<file path="config.mk">
export PLATFORM = sky130hd
export DESIGN_NAME = telemetry_frame_resync_deframer_unit_flat
export DESIGN_NICKNAME = d
export VERILOG_FILES = /design/src/rtl/core/tfrd_pkg.sv /design/src/rtl/core/tfrd_in_if.sv /design/src/rtl/core/tfrd_out_if.sv /design/src/rtl/core/tfrd_cfg_if.sv /design/src/rtl/core/tfrd_window_mem.sv /design/src/rtl/core/tfrd_seq.sv /design/src/rtl/core/tfrd_out_reg.sv /design/src/rtl/core/telemetry_frame_resync_deframer_unit.sv /design/src/flat_wrapper.sv
export VERILOG_INCLUDE_DIRS = /design/src /design/src/rtl/core
export SDC_FILE = /design/constraint.sdc
export NUM_CORES = 1
export LEC_CHECK = 0
export ABC_AREA = 1
export BUFFER_PORTS_ARGS = -buffer_cell sky130_fd_sc_hd__buf_4
export CAP_MARGIN = 20
export CORE_MARGIN = 1
export CORE_UTILIZATION = 50
export DETAILED_ROUTE_END_ITERATION = 12
export PLACE_DENSITY = 0.66
export SYNTH_ARGS = -nofsm -noshare
export SYNTH_HDL_FRONTEND = slang
export SYNTH_SLANG_ARGS = --single-unit
</file>
<file path="constraint.sdc">
create_clock -name clk -period 3.8 [get_ports clk]
set_clock_uncertainty 0.1 [all_clocks]
set_input_delay 0.38 -clock clk [delete_from_list [all_inputs] [get_ports clk]]
set_output_delay 0.38 -clock clk [all_outputs]
set_load 0.01 [all_outputs]
</file>
<file path="src/rtl/core/telemetry_frame_resync_deframer_unit_defines.svh">
// Assertion macros for the telemetry frame resync deframer.
// Included by the top level; depends on nothing else.
`ifndef TELEMETRY_FRAME_RESYNC_DEFRAMER_UNIT_DEFINES_SVH
`define TELEMETRY_FRAME_RESYNC_DEFRAMER_UNIT_DEFINES_SVH

// Same-cycle implication, checked outside reset.
`define TFRD_ASSERT_NOW(label, clk, rst_n, ante, cons, msg) \
  label: assert property (@(posedge clk) disable iff (!rst_n) (ante) |-> (cons)) \
    else $error(msg);

// Next-cycle implication, checked outside reset.
`define TFRD_ASSERT_NEXT(label, clk, rst_n, ante, cons, msg) \
  label: assert property (@(posedge clk) disable iff (!rst_n) (ante) |=> (cons)) \
    else $error(msg);

`endif

</file>
<file path="src/rtl/core/tfrd_pkg.sv">
// Shared types and constants of the telemetry frame resync deframer.
// No dependencies; used by the interfaces and every module.
package tfrd_pkg;

  typedef logic [7:0] byte_t;
  typedef logic [3:0] nibble_t;
  typedef logic [1:0] cfg_idx_t;

  localparam int MARKER_MAX   = 8;
  localparam int MARKER_IDX_W = 3;

  // Transmit-complete marker: 0x02 followed by zeros.
  localparam byte_t MARKER_PATTERN [MARKER_MAX] = '{
    8'h02, 8'h00, 8'h00, 8'h00, 8'h00, 8'h00, 8'h00, 8'h00
  };

  localparam cfg_idx_t CFG_IDX_TYPE_CODE = 2'd0;
  localparam cfg_idx_t CFG_IDX_TOP_ID    = 2'd1;

  localparam nibble_t TYPE_CODE_RST = 4'd1;
  localparam nibble_t TOP_ID_RST    = 4'd11;

  localparam logic KIND_FRAME  = 1'b0;
  localparam logic KIND_MARKER = 1'b1;

  typedef enum logic [2:0] {
    ST_IDLE,
    ST_CHECK,
    ST_MCHK,
    ST_HDR,
    ST_EMIT,
    ST_FLUSH
  } tfrd_state_t;

  typedef struct packed {
    nibble_t frame_type_code;
    nibble_t top_source_id;
  } tfrd_cfg_t;

  typedef struct packed {
    logic  out_kind;
    byte_t out_byte;
    logic  last_of_run;
  } tfrd_result_t;

  typedef struct packed {
    logic idle;
    logic pend_mark;
  } tfrd_status_t;

endpackage

</file>
<file path="src/rtl/core/tfrd_in_if.sv">
// Input byte channel of the deframer.
// Depends on tfrd_pkg.
interface tfrd_in_if;
  logic            valid;
  logic            ready;
  tfrd_pkg::byte_t rx_byte;

  modport source (output valid, rx_byte, input ready);
  modport sink   (input valid, rx_byte, output ready);
endinterface

</file>
<file path="src/rtl/core/tfrd_out_if.sv">
// Result channel of the deframer: frame bytes and marker events.
// Depends on tfrd_pkg.
interface tfrd_out_if;
  logic            valid;
  logic            ready;
  logic            out_kind;
  tfrd_pkg::byte_t out_byte;
  logic            last_of_run;

  modport source (output valid, out_kind, out_byte, last_of_run, input ready);
  modport sink   (input valid, out_kind, out_byte, last_of_run, output ready);
endinterface

</file>
<file path="src/rtl/core/tfrd_cfg_if.sv">
// Configuration write channel of the deframer.
// Depends on tfrd_pkg.
interface tfrd_cfg_if;
  logic               valid;
  logic               ready;
  tfrd_pkg::cfg_idx_t idx;
  tfrd_pkg::nibble_t  data;

  modport source (output valid, idx, data, input ready);
  modport sink   (input valid, idx, data, output ready);
endinterface

</file>
<file path="src/rtl/core/tfrd_window_mem.sv">
// Window byte store: one write port, one read port, registered read data.
// Depends on tfrd_pkg.
module tfrd_window_mem #(
  parameter int unsigned DEPTH = 22
) (
  input  logic                       clk,
  input  logic                       wr_en,
  input  logic [$clog2(DEPTH)-1:0]   wr_addr,
  input  tfrd_pkg::byte_t            wr_data,
  input  logic                       rd_en,
  input  logic [$clog2(DEPTH)-1:0]   rd_addr,
  output tfrd_pkg::byte_t            rd_data
);

  tfrd_pkg::byte_t mem_q [DEPTH];
  tfrd_pkg::byte_t rd_data_r;

  always_ff @(posedge clk) begin
    if (wr_en) begin
      mem_q[wr_addr] <= wr_data;
    end
  end

  // Read data holds until the next read.
  always_ff @(posedge clk) begin
    if (rd_en) begin
      rd_data_r <= mem_q[rd_addr];
    end
  end

  assign rd_data = rd_data_r;

endmodule

</file>
<file path="src/rtl/core/tfrd_seq.sv">
// Deframer sequencer: circular window pointers, marker and header checks.
// Depends on tfrd_pkg; drives tfrd_window_mem ports and the result stage.
module tfrd_seq #(
  parameter int unsigned FRAME_BYTES  = 22,
  parameter int unsigned MARKER_BYTES = 6
) (
  input  logic                           clk,
  input  logic                           rst_n,
  input  tfrd_pkg::tfrd_cfg_t            cfg,
  input  logic                           in_valid,
  input  tfrd_pkg::byte_t                in_byte,
  output logic                           in_ready,
  output logic                           wr_en,
  output logic [$clog2(FRAME_BYTES)-1:0] wr_addr,
  output tfrd_pkg::byte_t                wr_data,
  output logic                           rd_en,
  output logic [$clog2(FRAME_BYTES)-1:0] rd_addr,
  input  tfrd_pkg::byte_t                rd_data,
  output logic                           res_valid,
  output tfrd_pkg::tfrd_result_t         res,
  input  logic                           res_ready,
  output tfrd_pkg::tfrd_status_t         status
);

  localparam int PW = $clog2(FRAME_BYTES);
  localparam int FW = $clog2(FRAME_BYTES + 1);
  localparam int SW = FW + 1;
  localparam int MIW = tfrd_pkg::MARKER_IDX_W;
  localparam bit MARK_EN = (MARKER_BYTES <= FRAME_BYTES) &&
                           (MARKER_BYTES <= tfrd_pkg::MARKER_MAX);

  tfrd_pkg::tfrd_state_t state_r, state_nxt;
  logic [PW-1:0] head_r, head_nxt;
  logic [FW-1:0] fill_r, fill_nxt;
  logic [FW-1:0] idx_r, idx_nxt;
  logic          pend_r, pend_nxt;

  logic in_fire, hdr_ok, mk_hit, mk_last, mk_ready, win_full, emit_last;

  function automatic logic [PW-1:0] ptr_add(input logic [PW-1:0] p,
                                            input logic [FW-1:0] k);
    logic [SW-1:0] sum;
    sum = SW'(p) + SW'(k);
    if (sum >= SW'(FRAME_BYTES)) begin
      sum = sum - SW'(FRAME_BYTES);
    end
    return sum[PW-1:0];
  endfunction

  assign in_fire   = in_valid && in_ready;
  assign hdr_ok    = (rd_data[3:0] == cfg.frame_type_code) &&
                     (rd_data[7:4] <= cfg.top_source_id);
  assign mk_hit    = MARK_EN && (rd_data == tfrd_pkg::MARKER_PATTERN[idx_r[MIW-1:0]]);
  assign mk_last   = ({1'b0, idx_r} == SW'(MARKER_BYTES - 1));
  assign mk_ready  = MARK_EN && ({1'b0, fill_r} >= SW'(MARKER_BYTES));
  assign win_full  = (fill_r == FW'(FRAME_BYTES));
  assign emit_last = (idx_r == FW'(FRAME_BYTES - 1));

  always_comb begin
    state_nxt = state_r;
    unique case (state_r)
      tfrd_pkg::ST_IDLE: begin
        if (in_fire) state_nxt = tfrd_pkg::ST_CHECK;
      end
      tfrd_pkg::ST_CHECK: begin
        if (mk_ready)      state_nxt = tfrd_pkg::ST_MCHK;
        else if (win_full) state_nxt = tfrd_pkg::ST_HDR;
        else if (pend_r)   state_nxt = tfrd_pkg::ST_FLUSH;
        else               state_nxt = tfrd_pkg::ST_IDLE;
      end
      tfrd_pkg::ST_MCHK: begin
        if (!mk_hit) begin
          if (win_full)    state_nxt = tfrd_pkg::ST_HDR;
          else if (pend_r) state_nxt = tfrd_pkg::ST_FLUSH;
          else             state_nxt = tfrd_pkg::ST_IDLE;
        end else if (mk_last && (!pend_r || res_ready)) begin
          state_nxt = tfrd_pkg::ST_CHECK;
        end
      end
      tfrd_pkg::ST_HDR: begin
        state_nxt = hdr_ok ? tfrd_pkg::ST_EMIT : tfrd_pkg::ST_CHECK;
      end
      tfrd_pkg::ST_EMIT: begin
        if (res_ready && emit_last) state_nxt = tfrd_pkg::ST_IDLE;
      end
      tfrd_pkg::ST_FLUSH: begin
        if (res_ready) state_nxt = tfrd_pkg::ST_IDLE;
      end
      default: state_nxt = tfrd_pkg::ST_IDLE;
    endcase
  end

  always_comb begin
    in_ready  = 1'b0;
    wr_en     = 1'b0;
    wr_addr   = ptr_add(head_r, fill_r);
    wr_data   = in_byte;
    rd_en     = 1'b0;
    rd_addr   = head_r;
    res_valid = 1'b0;
    res       = '{out_kind: tfrd_pkg::KIND_FRAME, out_byte: rd_data, last_of_run: 1'b0};
    head_nxt  = head_r;
    fill_nxt  = fill_r;
    idx_nxt   = idx_r;
    pend_nxt  = pend_r;
    unique case (state_r)
      tfrd_pkg::ST_IDLE: begin
        in_ready = 1'b1;
        wr_en    = in_fire;
        if (in_fire) fill_nxt = fill_r + FW'(1);
      end
      tfrd_pkg::ST_CHECK: begin
        if (mk_ready || win_full) begin
          rd_en   = 1'b1;
          idx_nxt = '0;
        end
      end
      tfrd_pkg::ST_MCHK: begin
        if (!mk_hit) begin
          rd_en = win_full;
        end else if (mk_last) begin
          // A held marker goes out as not-last once another marker is found.
          if (!pend_r || res_ready) begin
            res_valid = pend_r;
            res       = '{out_kind: tfrd_pkg::KIND_MARKER, out_byte: '0,
                          last_of_run: 1'b0};
            head_nxt  = ptr_add(head_r, FW'(MARKER_BYTES));
            fill_nxt  = fill_r - FW'(MARKER_BYTES);
            pend_nxt  = 1'b1;
          end
        end else begin
          rd_en   = 1'b1;
          rd_addr = ptr_add(head_r, idx_r + FW'(1));
          idx_nxt = idx_r + FW'(1);
        end
      end
      tfrd_pkg::ST_HDR: begin
        if (hdr_ok) begin
          idx_nxt = '0;
        end else begin
          // Slip one byte.
          head_nxt = ptr_add(head_r, FW'(1));
          fill_nxt = fill_r - FW'(1);
        end
      end
      tfrd_pkg::ST_EMIT: begin
        res_valid = 1'b1;
        res       = '{out_kind: tfrd_pkg::KIND_FRAME, out_byte: rd_data,
                      last_of_run: emit_last};
        if (res_ready) begin
          if (emit_last) begin
            fill_nxt = '0;
          end else begin
            rd_en   = 1'b1;
            rd_addr = ptr_add(head_r, idx_r + FW'(1));
            idx_nxt = idx_r + FW'(1);
          end
        end
      end
      tfrd_pkg::ST_FLUSH: begin
        res_valid = 1'b1;
        res       = '{out_kind: tfrd_pkg::KIND_MARKER, out_byte: '0, last_of_run: 1'b1};
        if (res_ready) pend_nxt = 1'b0;
      end
      default: begin
      end
    endcase
  end

  always_ff @(posedge clk) begin
    if (!rst_n) begin
      state_r <= tfrd_pkg::ST_IDLE;
      head_r  <= '0;
      fill_r  <= '0;
      pend_r  <= 1'b0;
    end else begin
      state_r <= state_nxt;
      head_r  <= head_nxt;
      fill_r  <= fill_nxt;
      pend_r  <= pend_nxt;
    end
  end

  always_ff @(posedge clk) begin
    idx_r <= idx_nxt;
  end

  assign status = '{idle: (state_r == tfrd_pkg::ST_IDLE), pend_mark: pend_r};

endmodule

</file>
<file path="src/rtl/core/tfrd_out_reg.sv">
// Result output register between the sequencer and the result channel.
// Depends on tfrd_pkg and tfrd_out_if.
module tfrd_out_reg (
  input  logic                   clk,
  input  logic                   rst_n,
  input  logic                   res_valid,
  input  tfrd_pkg::tfrd_result_t res,
  output logic                   res_ready,
  tfrd_out_if.source             out_ch
);

  logic                   valid_r;
  tfrd_pkg::tfrd_result_t data_r;

  assign res_ready = !valid_r || out_ch.ready;

  always_ff @(posedge clk) begin
    if (!rst_n) begin
      valid_r <= 1'b0;
    end else if (res_ready) begin
      valid_r <= res_valid;
    end
  end

  always_ff @(posedge clk) begin
    if (res_ready && res_valid) begin
      data_r <= res;
    end
  end

  assign out_ch.valid       = valid_r;
  assign out_ch.out_kind    = data_r.out_kind;
  assign out_ch.out_byte    = data_r.out_byte;
  assign out_ch.last_of_run = data_r.last_of_run;

endmodule

</file>
<file path="src/rtl/core/telemetry_frame_resync_deframer_unit.sv">
// Top level of the telemetry frame resync deframer: config registers and wiring.
// Depends on tfrd_pkg, the tfrd_*_if interfaces, tfrd_seq, tfrd_window_mem, tfrd_out_reg.
//
//   Channel  Dir  Payload                               Transaction when
//   in_ch    in   rx_byte[7:0]                          valid && ready
//   out_ch   out  out_kind, out_byte[7:0], last_of_run  valid && ready
//   cfg_ch   in   idx[1:0], data[3:0]                   valid && ready (ready always 1)
//
// One byte is taken at a time; the next is taken once its run has finished.
// Per byte, through one memory read port: append and first check, then as needed
// marker checks, slips, header checks, the emission of a frame and the release of a
// held marker event.
// A held result stalls the sequencer only when it must emit.
// Reset clears pointers and fill and loads the config reset values; the window memory is not cleared.
`include "telemetry_frame_resync_deframer_unit_defines.svh"

module telemetry_frame_resync_deframer_unit #(
  parameter int unsigned FRAME_BYTES  = 22,
  parameter int unsigned MARKER_BYTES = 6
) (
  input  logic       clk,
  input  logic       rst_n,
  tfrd_in_if.sink    in_ch,
  tfrd_out_if.source out_ch,
  tfrd_cfg_if.sink   cfg_ch
);

  localparam int PW = $clog2(FRAME_BYTES);

  tfrd_pkg::tfrd_cfg_t    cfg_r, cfg_nxt;
  tfrd_pkg::tfrd_result_t res;
  tfrd_pkg::tfrd_status_t status;
  logic                   res_valid, res_ready;
  logic                   wr_en, rd_en;
  logic [PW-1:0]          wr_addr, rd_addr;
  tfrd_pkg::byte_t        wr_data, rd_data;

  assign cfg_ch.ready = 1'b1;

  always_comb begin
    cfg_nxt = cfg_r;
    if (cfg_ch.valid) begin
      unique case (cfg_ch.idx)
        tfrd_pkg::CFG_IDX_TYPE_CODE: cfg_nxt.frame_type_code = cfg_ch.data;
        tfrd_pkg::CFG_IDX_TOP_ID:    cfg_nxt.top_source_id   = cfg_ch.data;
        default: begin
        end
      endcase
    end
  end

  always_ff @(posedge clk) begin
    if (!rst_n) begin
      cfg_r <= '{frame_type_code: tfrd_pkg::TYPE_CODE_RST,
                 top_source_id:   tfrd_pkg::TOP_ID_RST};
    end else begin
      cfg_r <= cfg_nxt;
    end
  end

  tfrd_seq #(
    .FRAME_BYTES  (FRAME_BYTES),
    .MARKER_BYTES (MARKER_BYTES)
  ) u_seq (
    .clk       (clk),
    .rst_n     (rst_n),
    .cfg       (cfg_r),
    .in_valid  (in_ch.valid),
    .in_byte   (in_ch.rx_byte),
    .in_ready  (in_ch.ready),
    .wr_en     (wr_en),
    .wr_addr   (wr_addr),
    .wr_data   (wr_data),
    .rd_en     (rd_en),
    .rd_addr   (rd_addr),
    .rd_data   (rd_data),
    .res_valid (res_valid),
    .res       (res),
    .res_ready (res_ready),
    .status    (status)
  );

  tfrd_window_mem #(
    .DEPTH (FRAME_BYTES)
  ) u_mem (
    .clk     (clk),
    .wr_en   (wr_en),
    .wr_addr (wr_addr),
    .wr_data (wr_data),
    .rd_en   (rd_en),
    .rd_addr (rd_addr),
    .rd_data (rd_data)
  );

  tfrd_out_reg u_out (
    .clk       (clk),
    .rst_n     (rst_n),
    .res_valid (res_valid),
    .res       (res),
    .res_ready (res_ready),
    .out_ch    (out_ch)
  );

  `TFRD_ASSERT_NEXT(a_busy_after_accept, clk, rst_n, in_ch.valid && in_ch.ready, !in_ch.ready, "input taken while previous byte still in work")
  `TFRD_ASSERT_NOW(a_idle_no_pending, clk, rst_n, status.idle, !status.pend_mark, "marker event left pending at idle")
  `TFRD_ASSERT_NEXT(a_last_ends_run, clk, rst_n, res_valid && res_ready && res.last_of_run, status.idle, "sequencer busy after last result of run")
  `TFRD_ASSERT_NOW(a_marker_zero_byte, clk, rst_n, out_ch.valid && out_ch.out_kind, out_ch.out_byte == 8'h00, "marker event carries nonzero byte")

endmodule
</file>
<file path="src/flat_wrapper.sv">
// flat-port wrapper written by rule: the top's interface ports become plain ports
module telemetry_frame_resync_deframer_unit_flat 
#(
  parameter int unsigned FRAME_BYTES  = 22,
  parameter int unsigned MARKER_BYTES = 6
)
  (clk, rst_n, in_ch_valid, in_ch_rx_byte, in_ch_ready, out_ch_valid, out_ch_out_kind, out_ch_out_byte, out_ch_last_of_run, out_ch_ready, cfg_ch_valid, cfg_ch_idx, cfg_ch_data, cfg_ch_ready);
  tfrd_in_if in_ch_i ();
  tfrd_out_if out_ch_i ();
  tfrd_cfg_if cfg_ch_i ();
  input  logic clk;
  input  logic rst_n;
  input wire logic [$bits(in_ch_i.valid)-1:0] in_ch_valid;
  input wire logic [$bits(in_ch_i.rx_byte)-1:0] in_ch_rx_byte;
  output wire logic [$bits(in_ch_i.ready)-1:0] in_ch_ready;
  output wire logic [$bits(out_ch_i.valid)-1:0] out_ch_valid;
  output wire logic [$bits(out_ch_i.out_kind)-1:0] out_ch_out_kind;
  output wire logic [$bits(out_ch_i.out_byte)-1:0] out_ch_out_byte;
  output wire logic [$bits(out_ch_i.last_of_run)-1:0] out_ch_last_of_run;
  input wire logic [$bits(out_ch_i.ready)-1:0] out_ch_ready;
  input wire logic [$bits(cfg_ch_i.valid)-1:0] cfg_ch_valid;
  input wire logic [$bits(cfg_ch_i.idx)-1:0] cfg_ch_idx;
  input wire logic [$bits(cfg_ch_i.data)-1:0] cfg_ch_data;
  output wire logic [$bits(cfg_ch_i.ready)-1:0] cfg_ch_ready;
  assign in_ch_i.valid = in_ch_valid;
  assign in_ch_i.rx_byte = in_ch_rx_byte;
  assign in_ch_ready = in_ch_i.ready;
  assign out_ch_valid = out_ch_i.valid;
  assign out_ch_out_kind = out_ch_i.out_kind;
  assign out_ch_out_byte = out_ch_i.out_byte;
  assign out_ch_last_of_run = out_ch_i.last_of_run;
  assign out_ch_i.ready = out_ch_ready;
  assign cfg_ch_i.valid = cfg_ch_valid;
  assign cfg_ch_i.idx = cfg_ch_idx;
  assign cfg_ch_i.data = cfg_ch_data;
  assign cfg_ch_ready = cfg_ch_i.ready;
  telemetry_frame_resync_deframer_unit #(.FRAME_BYTES(FRAME_BYTES), .MARKER_BYTES(MARKER_BYTES)) u_core (.clk(clk), .rst_n(rst_n), .in_ch(in_ch_i), .out_ch(out_ch_i), .cfg_ch(cfg_ch_i));
endmodule
</file>
After elaboration in Yosys (flattened, before gate mapping)
Memories as Yosys holds them, arrays and structs flattened. A register that Yosys moved wholly into a read port is not among the register bits.
Index checks and enable logic that the tools add are counted.
- logic and storage cells: 146
- bits in registers: 38
- memory bits (writable): 176
- memory bits (read-only): 64
- memories kept: 2
- bits of input ports: 19
- memories (memory ; depth ; bits a word ; read ports ; clocked after memory_dff ; wr ports ; RTL line ; text):
    u_core.u_mem.mem_q ; 22 ; 8 ; 1 ; 1 ; 1 ; tfrd_window_mem.sv:15 ; tfrd_pkg::byte_t mem_q [DEPTH];
    (no name shown) ; 8 ; 8 ; 1 ; 0 ; 0 ; tfrd_seq.sv:53 ; assign mk_hit = MARK_EN && (rd_data == tfrd_pkg::MARKER_PATTERN[idx_r[MIW-1:0]]);
- reduce and logical (&&, ||, !) cells: 24
- muxes and demuxes: 64
- add/sub/neg operators: 12
- equality and inequality tests: 25
- bitwise logic cells: 1
- order comparisons: 7
- operator list (cell ; number):
    2-to-1 mux 5 bit ; 25
    case mux 5 bit (4 select lines) ; 2
    2-to-1 mux 10 bit ; 3
    case mux 10 bit (3 select lines) ; 1
    2-to-1 mux 3 bit ; 9
    != test 2 bit (second input constant) ; 13
    greater-or-equal comparator 6 x 5 -> 1 bit (second input constant) ; 4
    case mux 5 bit (2 select lines) ; 2
    subtractor 5 bit (second input constant) ; 4
    case mux 3 bit (6 select lines) ; 1
    2-to-1 mux 1 bit ; 16
    2-to-1 mux 8 bit ; 2
    adder 5 x 5 -> 6 bit ; 2
    adder 5 x 1 -> 5 bit (second input constant) ; 2
    equality test 5 bit (second input constant) ; 2
    AND reduction 5 bit ; 2
    equality test 8 bit ; 1
    AND reduction 8 bit ; 1
    nonzero test 4 bit ; 2
    AND reduction 7 bit ; 1
    adder 5 x 1 -> 6 bit (second input constant) ; 1
    adder 5 x 3 -> 6 bit (second input constant) ; 1
    equality test 3 x 2 -> 1 bit (second input constant) ; 2
    equality test 3 bit (second input constant) ; 2
    22 further kinds ; 32

Logic depth before layout (Yosys ltp)
Gate-level depths: netlist (run 1).
- depth after elaboration: 8
- mapped depth: 22
- mapped depth without buffers: 21

Hierarchy
Synthesis (run 1) repeated with hierarchy kept, for this count alone.
- cell total of the unflattened synthesis: 1163
- area total of the unflattened synthesis: 10994.3 um^2
- by module, submodules not included (module ; cells an instance ; times used ; area an instance (um^2) ; sequential area each (um^2)):
    tfrd_window_mem ; 629 ; 1 ; 7470.9 ; 5525.3
    tfrd_seq ; 469 ; 1 ; 2801.4 ; 430.4
    telemetry_frame_resync_deframer_unit ; 48 ; 1 ; 370.4 ; 160.2
    tfrd_out_reg ; 17 ; 1 ; 351.6 ; 320.3

Worst setup path after synthesis (run 1)
OpenSTA, ideal clock, no wires.
- kind: register to register
- start: register u_core.u_seq.idx_r[0]
- end: register u_core.u_mem.rd_data_r[5] (netlist: u_core.u_mem.rd_data[5]) (read register of u_core.u_mem.mem_q) (data pin)
- setup time: 0.256 ns
- data arrival time: 2.665 ns
- cell stages (with the launch flop): 20
- slack: 0.779 ns
- data required time: 3.444 ns
- path through: edfxtp_1 -> ha_1 -> nand2_1 -> inv_1 -> nand2_1 -> xor2_1 -> inv_1 -> ha_1 -> a21oi_1 -> o21ai_0 -> nor2_1 -> nand2_1 -> nand2_1 -> nand3_2 -> nand2_2 -> buf_2 -> nand3_1 -> o21a_1 -> o21ai_0 -> nand2_1
- cells in the longest elaborated chain, start to end: 7
- ends and longest elaborated chain (item ; RTL line ; text):
    start, declared ; tfrd_seq.sv:35 ; logic [FW-1:0] idx_r, idx_nxt;
    start signal, assigned ; tfrd_seq.sv:185 ; idx_r <= idx_nxt;
    adder 5 x 1 -> 5 bit / NOT 3 -> 4 bit (equally long branches) ; tfrd_seq.sv:133, tfrd_seq.sv:155, tfrd_seq.sv:53 ;
    adder 5 x 5 -> 6 bit / memory read (8 x 8 bit) (equally long branches) ; n/a ;
    subtractor 5 bit, or another cell as far along ; tfrd_seq.sv:45 ; sum = sum - SW'(FRAME_BYTES);
    2-to-1 mux 5 bit / 2-to-1 mux 8 bit (equally long branches) ; tfrd_seq.sv:44, tfrd_seq.sv:53 ;
    2-to-1 mux 5 bit, or another cell as far along ; tfrd_seq.sv:151 ; if (emit_last) begin
    2-to-1 mux 5 bit, or another cell as far along ; tfrd_seq.sv:150 ; if (res_ready) begin
    case mux 5 bit (2 select lines) / case mux 1 bit (3 select lines) (equally long branches) ; tfrd_seq.sv:106 ; unique case (state_r)
    end, declared ; tfrd_window_mem.sv:16 ; tfrd_pkg::byte_t rd_data_r;
Parallel ways exist; a longest one is shown, timed or not. The select of a mux whose other input is x is not followed.
A chain may end at the register's enable or synchronous reset.

Worst setup path after layout (run 1)
- start: register u_core.u_seq.head_r[0]
- end: memory u_core.u_mem.mem_q[14][6] (netlist name), enable pin
- cells in the longest elaborated chain, start to end: 3
- ends and longest elaborated chain (item ; RTL line ; text):
    start, declared ; tfrd_seq.sv:33 ; logic [PW-1:0] head_r, head_nxt;
    start signal, assigned ; tfrd_seq.sv:178 ; head_r <= head_nxt;
    adder 5 x 5 -> 6 bit * ; tfrd_seq.sv:43 ; sum = SW'(p) + SW'(k);
    subtractor 5 bit / greater-or-equal comparator 6 x 5 -> 1 bit (equally long branches) ; tfrd_seq.sv:45, tfrd_seq.sv:44 ;
    2-to-1 mux 5 bit * ; tfrd_seq.sv:44 ; if (sum >= SW'(FRAME_BYTES)) begin
    end, declared ; tfrd_window_mem.sv:15 ;
Every way passes the cells marked *; elsewhere a longest branch is shown, timed or not.

==> results of run 1 <==
==> power by group <==
part	internal (mW)	switching [mW]	leakage [nW]
Combinational	0.228	0.454	2.87
Clock	1.25	0.945	0.363
Sequential	2.76	0.0505	1.99
Total	4.24	1.45	5.21
==> cell type report <==
cell class | count | area (um2) | area share
Clock buffer | 30 | 633.1 | 0.05070
Tap cell | 280 | 350.3 | 0.02805
Multi-Input combinational cell | 790 | 3935 | 0.3151
Sequential cell | 222 | 6436 | 0.5154
Timing Repair Buffer | 69 | 575.6 | 0.04609
Clock inverter | 14 | 115.1 | 0.009218
Inverter | 117 | 442.9 | 0.03547
==> flip-flops by register name, summed over array words and instances (netlist names) <==
| register | flops |
|---|---|
| u_core.u_out.out_ch.out_kind | 1 |
| u_core.u_out.out_ch.out_byte | 8 |
| u_core.u_out.out_ch.valid | 1 |
| u_core.u_seq.head_r | 5 |
| u_core.cfg_r | 8 |
| u_core.u_mem.rd_data | 8 |
| u_core.u_seq.pend_r | 1 |
| u_core.u_seq.idx_r | 5 |
| u_core.u_seq.state_r | 3 |
| u_core.u_out.out_ch.last_of_run | 1 |
| u_core.u_seq.fill_r | 5 |
| u_core.u_mem.mem_q | 176 |
==> cell usage after synthesis, types with 3 or more instances <==
cell type	n
a21oi_1	27
a31oi_1	6
buf_2	19
buf_4	4
buf_6	6
clkbuf_1	15
dfxtp_1	23
edfxtp_1	199
fa_1	3
ha_1	30
inv_1	111
inv_2	4
mux2_2	5
nand2_1	340
nand2_2	4
nand3_1	173
nand3b_1	5
nand4_1	7
nor2_1	81
nor3_1	11
o211ai_1	3
o21a_1	3
o21ai_0	40
o21ai_1	8
or2_2	6
xnor2_1	6
xor2_1	14
==> stage by stage <==
| step | hold slack (ns) | worst slack, ns | total power [mW] | cell area (um2) |
|---|---|---|---|---|
| 2_1_floorplan | 0.3329 | 0.7790 | 3.291 | 11060 |
| 3_3_place_gp | 0.3556 | 0.2145 | 3.513 | 11700 |
| 6_report | 0.01299 | 0.2497 | 5.687 | 12490 |
| 3_5_place_dp | 0.3742 | 0.1608 | 3.526 | 11700 |
| 4_1_cts | 0.002544 | 0.1633 | 5.712 | 12480 |
| 5_1_grt | 0.02213 | 0.04351 | 5.909 | 12490 |
==> final timing paths <==
kind | startpoint | endpoint
max | u_core.u_seq.head_r[0] | u_core.u_mem.mem_q[14][6]
max reg2reg | u_core.u_seq.head_r[0] | u_core.u_mem.mem_q[14][6]
min | cfg_ch_data[2] | u_core.cfg_r[6]
min reg2reg | u_core.cfg_r[2] | u_core.cfg_r[2]
==> layer usage <==
layer / wire [um] / part of all wire
met3: 1533 / 0.057
met5: 0 / 0
met1: 11490 / 0.43
met4: 769 / 0.029
met2: 12940 / 0.48
==> cell families (layout without fill, tap and decap cells) <==
| logic type | count (synthesis) | in the layout |
|---|---|---|
| compound gates | 96 | 96 |
| xor+xnor | 20 | 20 |
| fa+ha+maj | 33 | 33 |
| buf+inv | 163 | 230 |
| flops | 222 | 222 |
| mux | 5 | 5 |
| other cells | 1 | 1 |
| simple gates | 635 | 635 |
==> worst register-to-register path, delay by kind of cell (launching register included) <==
family,cells,cell delay [ns]
adder cells (fa/ha/maj),2,0.69
buffers and inverters,1,0.08
AO/OA/AOI/OAI,1,0.21
XOR/XNOR,2,0.55
flip-flops,1,0.41
AND/OR/NAND/NOR,4,1.18
==> timing repair <==
item                                    in CTS  in global routing
endpoints found under the hold margin        4                  0
hold buffers                                 3                  0
resized for setup                            0                  4
endpoints found under the setup margin       0                 18
==> metrics.cfg, run 1 <==
[final_layout]
fin_nets = 1276
fin_cells = 1522
layout_common_cells = 340 x nand2_1, 199 x edfxtp_1, 173 x nand3_1
syn2layout_area_growth_pct = 12.89
final_common_cell = nand2_1
fillers = 1908
antenna_cells = 0
final_core_util = 0.5740
layout-drive-gt1-share = 0.1047

[job]
maxCapViolCount = 0

[floorplan]
design.core.area_um2 = 21760
dieArea_um2 = 22720
io_pins = 32
die_height_um = 150.7
std_cell_rows = 54
initial_core_util = 0.5085
die_w_um = 150.7

[logic_synthesis]
ys_types = 44
synthXorXnorAreaFrac = 0.01584
synth_compound_area_frac = 0.04898
synth-simple-area-share = 0.2457
syn_inst = 1175
ys_seq_elements = 222
avgSynthCellArea_um2 = 9.414
ys_dominant_reg_cell = edfxtp_1
syn-num-nets = 1227
yosys.area.top_type = edfxtp_1
async_flop_share = 0
synth_area_leaders = edfxtp_1 54%, nand2_1 12%, nand3_1 7.8%
syn_area_um2 = 11060
synthAdderAreaFrac = 0.03936
synth_top_area_frac = 0.5402
synthMuxAreaShare = 0.005090
yosysSeqAreaShare = 0.5818
synth-edff-count = 199
synth_top_family_by_area = simple AND/OR/NAND/NOR gates
yosys_warnings = 0

[worst_setup_path]
crit_cells = 10
cp_top_family = simple AND/OR/NAND/NOR gates
slowest_stage = nor2_2
cp_common_cell = xor2_1
cp_cell_sequence = ha_1 -> fa_1 -> xor2_1 -> inv_1 -> o21ai_0 -> nand2b_1 -> nand2_1 -> xor2_1 -> nand3_1 -> nor2_2
setup.worst_path.end_class = register
crit_buf_inv = 1
path_max_fanout = 8
path_class = register to register
setup.worst_path.start_class = register
reg2reg_depth = 10
rrSetupSlack_ns = 0.25
arrival_ns = 3.63
cp_data_required_time_ns = 3.88
max_stage_delay_ns = 0.50

[timing]
worst_pin_slew_ns = 0.9458
hold_viol = 0
fin_crit_sh = 0.9343
slew_violations = 0
period_minus_slack_ns = 3.550
rsz0062_at_grt = no
setup_tns_ns = 0
fmaxAchievable_ghz = 0.2817
finalSetupViolations = 0
slew_headroom = 0.3695

[global_route]
grt_overflow = 0
antenna_found_initial = 0
grt_max_degree = 84
grtUsageMet1 = 0.3218
grt_pass1_wl_um = 41710
grt_busiest_layer = met2
grt_pass1_vias = 7732
grt_usage = 0.2420
use_met3 = 0.03515
grtUsageMet2 = 0.4103

[placed_design]
io_buffer_count = 30
dpl.hpwl_um = 17640
gp_congestion = 0.8937
dp_cells = 1475

[run_status]
status = finished clean

[worst_hold_path]
min_path_type = input port to register
min_path_cells = 3

[drt]
wl_per_cell_um = 17.56
ant_nets = 0
drc = 0
viasPerCell = 5.394
drt-pass1-iter-count = 5
vias = 8210
routed_wl_um = 26730
drt-initial-drc-count = 665

[pwr]
p_per_area_nw_per_um2 = 455.4
ir_drop_mv = 0.4443
p_leak_nw = 5.214

[clocking]
cts_root_buf = clkbuf_16
h-tree-depth = 1
cts_tree = built
postCtsSetupBuffers = 0
clkLatencyLatePin_ns = 0.53
cts_buffers = 24
clkSinkCount = 222
clkTransAtPathRegs_ns = 0.06
cts_buffer_depth = 3

(Power assumes the default switching activity.)
==> run 2, diff against run 1 <==
- ABC_AREA: 1 -> default
==> run 2 against run 1 <==
Against the previous run:
- the run now ends with negative setup slack left
- critical path depth grew 5
- critical endpoint is now u_core.u_mem.rd_data[6]
- clock power grew 9%
- synthesized area grew 6.2%
- first-iteration DRC count grew 30%
- non-clock buffer count grew 83
- fmax shrank 8.2%
- core utilization grew 5.8 points
- total power grew 1.5%
- wire length grew 20%
- register-to-register slack lost 0.32 ns
- via count grew 15%
==> metrics.cfg, run 2 <==
[worst_setup_path]
max_stage_delay_ns = 0.43
path_max_fanout = 6
slowest_stage = edfxtp_1
path_class = register to register
setup.worst_path.end_class = register
setup.worst_path.start_class = register
rrSetupSlack_ns = -0.07
cp_cell_sequence = ha_2 -> xor2_2 -> ha_1 -> and3_4 -> or3_4 -> a22o_4 -> a32o_2 -> mux2i_4 -> buf_12 -> buf_12 -> nand3_1 -> a32oi_1 -> a21oi_2 -> buf_4 -> o31ai_2
reg2reg_from = u_core.u_seq.idx_r[0]
reg2reg_to = u_core.u_mem.rd_data[6]
cp_data_required_time_ns = 4.07
crit_buf_inv = 3
cp_top_family = compound AO/OA/AOI/OAI gates
reg2reg_depth = 15
cp_common_cell = buf_12
arrival_ns = 4.14

[drt]
viasPerCell = 6.052
vias = 9471
wl_per_cell_um = 20.44
drt-pass1-iter-count = 5
drc = 0
ant_nets = 0
routed_wl_um = 31990
drt-initial-drc-count = 864

[final_layout]
syn2layout_area_growth_pct = 22.95
final_common_cell = edfxtp_1
layout-drive-gt1-share = 0.2260
fin_nets = 1286
top_register = u_core.u_mem.mem_q
antenna_cells = 0
layout_common_cells = 199 x edfxtp_1, 179 x nand2_1, 125 x buf_4
largest_reg_flops = 176

[floorplan]
die_w_um = 155.3
std_cell_rows = 55
dieArea_um2 = 24110
design.core.area_um2 = 22850
initial_core_util = 0.5141
die_height_um = 155.3
io_pins = 32

[logic_synthesis]
synth_top_area_frac = 0.5088
avgSynthCellArea_um2 = 10.51
synth_area_leaders = edfxtp_1 51%, nand2_1 5.8%, dfxtp_1 3.9%
async_flop_share = 0
syn_area_um2 = 11750
yosysSeqAreaShare = 0.5480
syn-num-nets = 1169
yosys.area.top_type = edfxtp_1
ys_types = 71
synth-edff-count = 199
synth.top_cells.by_count = 199 x edfxtp_1, 180 x nand2_1, 76 x nand3_1
syn_inst = 1117
ys_dominant_reg_cell = edfxtp_1
ys_seq_elements = 222
synth.most_common_cell = edfxtp_1
yosys_warnings = 0

[worst_hold_path]
hp-start = in_ch_rx_byte[6]
hold_end = u_core.u_mem.mem_q[4][6]
min_path_cells = 1
min_path_type = input port to register

[timing]
slew_violations = 0
finalSetupViolations = 4
hold_viol = 0
rsz0062_at_grt = yes
holdWs_ns = 0.1513
worst_pin_slew_ns = 0.8505
slew_headroom = 0.4330
setup_ws_ns = -0.06942
fmaxAchievable_ghz = 0.2584
fin_crit_sh = 1.018
period_minus_slack_ns = 3.869

[clocking]
cts_buffers = 25
cts_buffer_depth = 3
clkSinkCount = 222
clkLatencyLatePin_ns = 0.54
h-tree-depth = 1
cts_root_buf = clkbuf_16
cts_tree = built
clkTransAtPathRegs_ns = 0.06

[global_route]
grt_pass1_wl_um = 49010
grt_max_degree = 48
grt_pass1_vias = 8869
grt_usage = 0.2633
antenna_found_initial = 0
grt_overflow = 0

[pwr]
p_comb_frac = 0.110
ir_drop_mv = 0.3514
p_leak_nw = 5.240
p_sw_frac = 0.2408
p_switching_mw = 1.390
clock_power_share = 0.415
sequentialPowerShare = 0.475
p_per_area_nw_per_um2 = 399.9
p_int_mw = 4.384
p_total_mw = 5.774

[run_status]
violations = negative setup slack
status = finished, violations left

[placed_design]
io_buffer_count = 30
dpl.hpwl_um = 21100
gp_congestion = 0.9636

[job]
maxCapViolCount = 0

run 2: cell types whose count changed in the layout (fill, tap and decap cells not counted), moves of 19 or more:
cell	delta
nand2_1	-161
nand3_1	-100
inv_1	-89
buf_4	+63
a211oi_1	+41
a21oi_1	+29
nor3_1	+24
nand2b_1	+19
run 2: repair_timing:
action,CTS,global route
setup endpoints to repair,8,8
pin swaps,11,28
resized for setup,37,62
gates cloned,2,2
buffers inserted,12,12
hold endpoints to repair,8,0
hold buffers,6,0
run 2: cell families (layout without fill, tap and decap cells):
| family | Yosys count | in the layout | share of synthesized area |
|---|---|---|---|
| flops | 222 | 222 | 0.5480 |
| fa+ha+maj | 33 | 33 | 0.03707 |
| compound gates | 271 | 271 | 0.1523 |
| mux | 28 | 29 | 0.02706 |
| xor+xnor | 25 | 25 | 0.01864 |
| buf+inv | 87 | 221 | 0.03409 |
| simple gates | 450 | 450 | 0.1825 |
| other cells | 1 | 1 | 0.0003193 |
run 2: worst max path at each step:
stage | startpoint | to | cells after the start
6_report | u_core.u_seq.idx_r[0] | u_core.u_mem.rd_data[6] | 15
2_1_floorplan | u_core.u_seq.idx_r[0] | u_core.u_mem.rd_data[5] | 13
5_1_grt | u_core.u_seq.idx_r[0] | u_core.u_mem.rd_data[6] | 17
3_3_place_gp | u_core.u_seq.idx_r[0] | u_core.u_mem.rd_data[3] | 14
3_5_place_dp | u_core.u_seq.idx_r[0] | u_core.u_mem.rd_data[2] | 14
4_1_cts | u_core.u_seq.idx_r[1] | u_core.u_mem.rd_data[5] | 13
run 2: routing by layer:
metal  routed length, um  GRT usage  vias up
met2               15600     0.4402      393
li1                    -          -     4415
met1               13150     0.3522     4589
met4                 919    0.09197        0
met5                   0          0        -
met3                2320    0.03760       74
run 2: power by group through the flow:
stage / logic, mW / clock network, mW / registers (mW)
finish: 0.636 / 2.40 / 2.74
floorplan: 0.337 / 0 / 2.78
global placement: 0.560 / 0 / 2.79
global route: 0.693 / 2.50 / 2.75
detailed placement: 0.571 / 0 / 2.79
CTS: 0.605 / 2.42 / 2.74
run 2: area by class of cell:
class | count | area (um2)
Tap cell | 313 | 391.6
Multi-Input combinational cell | 809 | 5324
Timing Repair Buffer | 152 | 1383
Inverter | 24 | 95.09
Clock inverter | 15 | 165.2
Clock buffer | 30 | 644.4
Fill cell | 1812 | 8407
Sequential cell | 222 | 6437
run 2: per-stage QoR:
step | setup slack (ns) | utilization | TNS [ns] | cell area [um2] | std cells
floorplan | 0.001314 | - | 0 | 11760 | 1117
global placement | -0.2682 | 0.5613 | -1.864 | 12820 | 1487
detailed placement | -0.3208 | 0.5613 | -2.347 | 12820 | 1487
CTS | 0.001319 | 0.6150 | 0 | 14050 | 1552
global route | -0.1639 | 0.6320 | -0.8442 | 14440 | 1565
finish | -0.06942 | 0.6320 | -0.1338 | 14440 | 1565
==> run 3, diff against run 2 <==
- PLACE_DENSITY: 0.66 -> 0.75
==> run 3 against run 2 <==
Against the previous run:
- the flow still finishes with violations (negative setup slack)
- final area down 2.5%
- wire length grew 0.63%
- largest power group unchanged
- hold slack worse by 0.012 ns
==> metrics.cfg, run 3 (synthesis gave the netlist of run 2 again) <==
[worst_setup_path]
critPathLaunch = u_core.u_seq.idx_r[0]
setup.worst_path.start_class = register
setup.worst_path.end_class = register
cp_common_cell = ha_4
rrSetupSlack_ns = -0.09
crit_cells = 14
reg2reg_to = u_core.u_mem.rd_data[3]
arrival_ns = 4.07
max_stage_delay_ns = 0.48
critical_path.endpoint = u_core.u_mem.rd_data[3]
cp_top_family = compound AO/OA/AOI/OAI gates
path_max_fanout = 7
reg2reg_depth = 14
cp_cell_sequence = ha_4 -> xor2_4 -> ha_4 -> and3_4 -> or3_4 -> a22o_4 -> a32o_2 -> mux2_4 -> buf_6 -> buf_12 -> o21ai_1 -> a32oi_1 -> a21oi_1 -> o31ai_1
path_class = register to register
crit_buf_inv = 2
reg2reg_from = u_core.u_seq.idx_r[0]
cp_data_required_time_ns = 3.98
slowest_stage = edfxtp_1

[placed_design]
io_buffer_count = 30
dp_cells = 1469
dpl.hpwl_um = 20690
dpl-instance-area_um2 = 12640
post-place-ws_ns = -0.3504
gp_congestion = 0.9443

[clocking]
clkLatencyLatePin_ns = 0.55
clkTransAtPathRegs_ns = 0.07
cts_buffers = 25
cts_root_buf = clkbuf_16
clkSinkCount = 222
cts_tree = built
cts_buffer_depth = 3
h-tree-depth = 1

[pwr]
p_comb_frac = 0.103
p_int_mw = 4.317
ir_drop_mv = 0.3973
p_switching_mw = 1.440
sequentialPowerShare = 0.477
clock_power_share = 0.420
p_per_area_nw_per_um2 = 408.7
p_sw_frac = 0.2501
p_total_mw = 5.757
p_leak_nw = 5.023

[final_layout]
top_register = u_core.u_mem.mem_q
stdcell_area_um2 = 14090
final_core_util = 0.6165
layout_common_cells = 199 x edfxtp_1, 179 x nand2_1, 107 x buf_4
fin_cells = 1536
largest_reg_flops = 176
final_common_cell = edfxtp_1
fin_nets = 1256
antenna_cells = 0
syn2layout_area_growth_pct = 19.93
fillers = 1771
layout-drive-gt1-share = 0.2085

[timing]
period_minus_slack_ns = 3.888
setup_tns_ns = -0.5161
finalSetupViolations = 8
slew_violations = 0
fin_crit_sh = 1.023
hold_viol = 0
holdWs_ns = 0.1392
fmaxAchievable_ghz = 0.2572
worst_pin_slew_ns = 0.8746
slew_headroom = 0.4169
setup_ws_ns = -0.08835
rsz0062_at_grt = yes

[global_route]
use_met3 = 0.05042
grt_pass1_wl_um = 49370
grtUsageMet2 = 0.4301
grt_usage = 0.2669
grtUsageMet1 = 0.3507
grt_max_degree = 48
grt_pass1_vias = 9079
grt_overflow = 0
antenna_found_initial = 0
grt_busiest_layer = met2

[run_status]
status = finished, violations left
violations = negative setup slack

[floorplan]
dieArea_um2 = 24110
die_height_um = 155.3
die_w_um = 155.3
io_pins = 32
initial_core_util = 0.5141
design.core.area_um2 = 22850
std_cell_rows = 55

[drt]
ant_nets = 0
drc = 0
viasPerCell = 6.218
routed_wl_um = 32190
wl_per_cell_um = 20.96
vias = 9551
drt-initial-drc-count = 1057
drt-pass1-iter-count = 5

[job]
maxCapViolCount = 0

[worst_hold_path]
min_path_type = input port to register

## run 3: cell types whose count changed in the layout (fill, tap and decap cells not counted), sizes merged
cell,before,now
buf,144,116
bufinv,3,2
clkinv,10,7
clkinvlp,1,5
mux2,15,14
## run 3: area by class of cell
class                   instances  area, um2  area share
clock buffers                  31      658.1     0.04672
clock inverters                15      166.4     0.01181
inverters                      24      95.09    0.006751
multi-input cells             808       5304      0.3765
flip-flops and latches        222       6437      0.4570
well taps                     313      391.6     0.02780
repair buffers                123       1033     0.07337
## run 3: layer usage
layer,vias to the layer above,wire length [um]
li1,4347,-
met2,512,15210
met4,0,1306
met3,93,2736
met1,4599,12940
met5,-,0
## run 3: what timing repair did
| action | in CTS | in global routing |
|---|---|---|
| resized for setup | 47 | 31 |
| hold buffers | 6 | 0 |
| endpoints found under the hold margin | 8 | 0 |
| cloned | 0 | 1 |
| setup buffers | 9 | 5 |
| pin swaps | 23 | 15 |
| setup endpoints to repair | 8 | 8 |
## run 3: how the worst min path moves through the flow
stage	from	end	slack, ns	cells after the start
2_1_floorplan	u_core.cfg_r[0]	u_core.cfg_r[0]	0.35	2
3_3_place_gp	u_core.cfg_r[0]	u_core.cfg_r[0]	0.36	2
3_5_place_dp	u_core.cfg_r[0]	u_core.cfg_r[0]	0.38	2
4_1_cts	out_ch_ready	u_core.u_out.out_ch.valid	0.13	3
5_1_grt	in_ch_rx_byte[5]	u_core.u_mem.mem_q[18][5]	0.14	1
6_report	in_ch_rx_byte[6]	u_core.u_mem.mem_q[0][6]	0.14	1
## run 3: power by group through the flow
stage | registers, mW | clock network (mW) | logic (mW)
2_1_floorplan | 2.78 | 0 | 0.337
3_3_place_gp | 2.79 | 0 | 0.513
3_5_place_dp | 2.79 | 0 | 0.530
4_1_cts | 2.74 | 2.44 | 0.570
5_1_grt | 2.75 | 2.52 | 0.641
6_report | 2.75 | 2.42 | 0.593
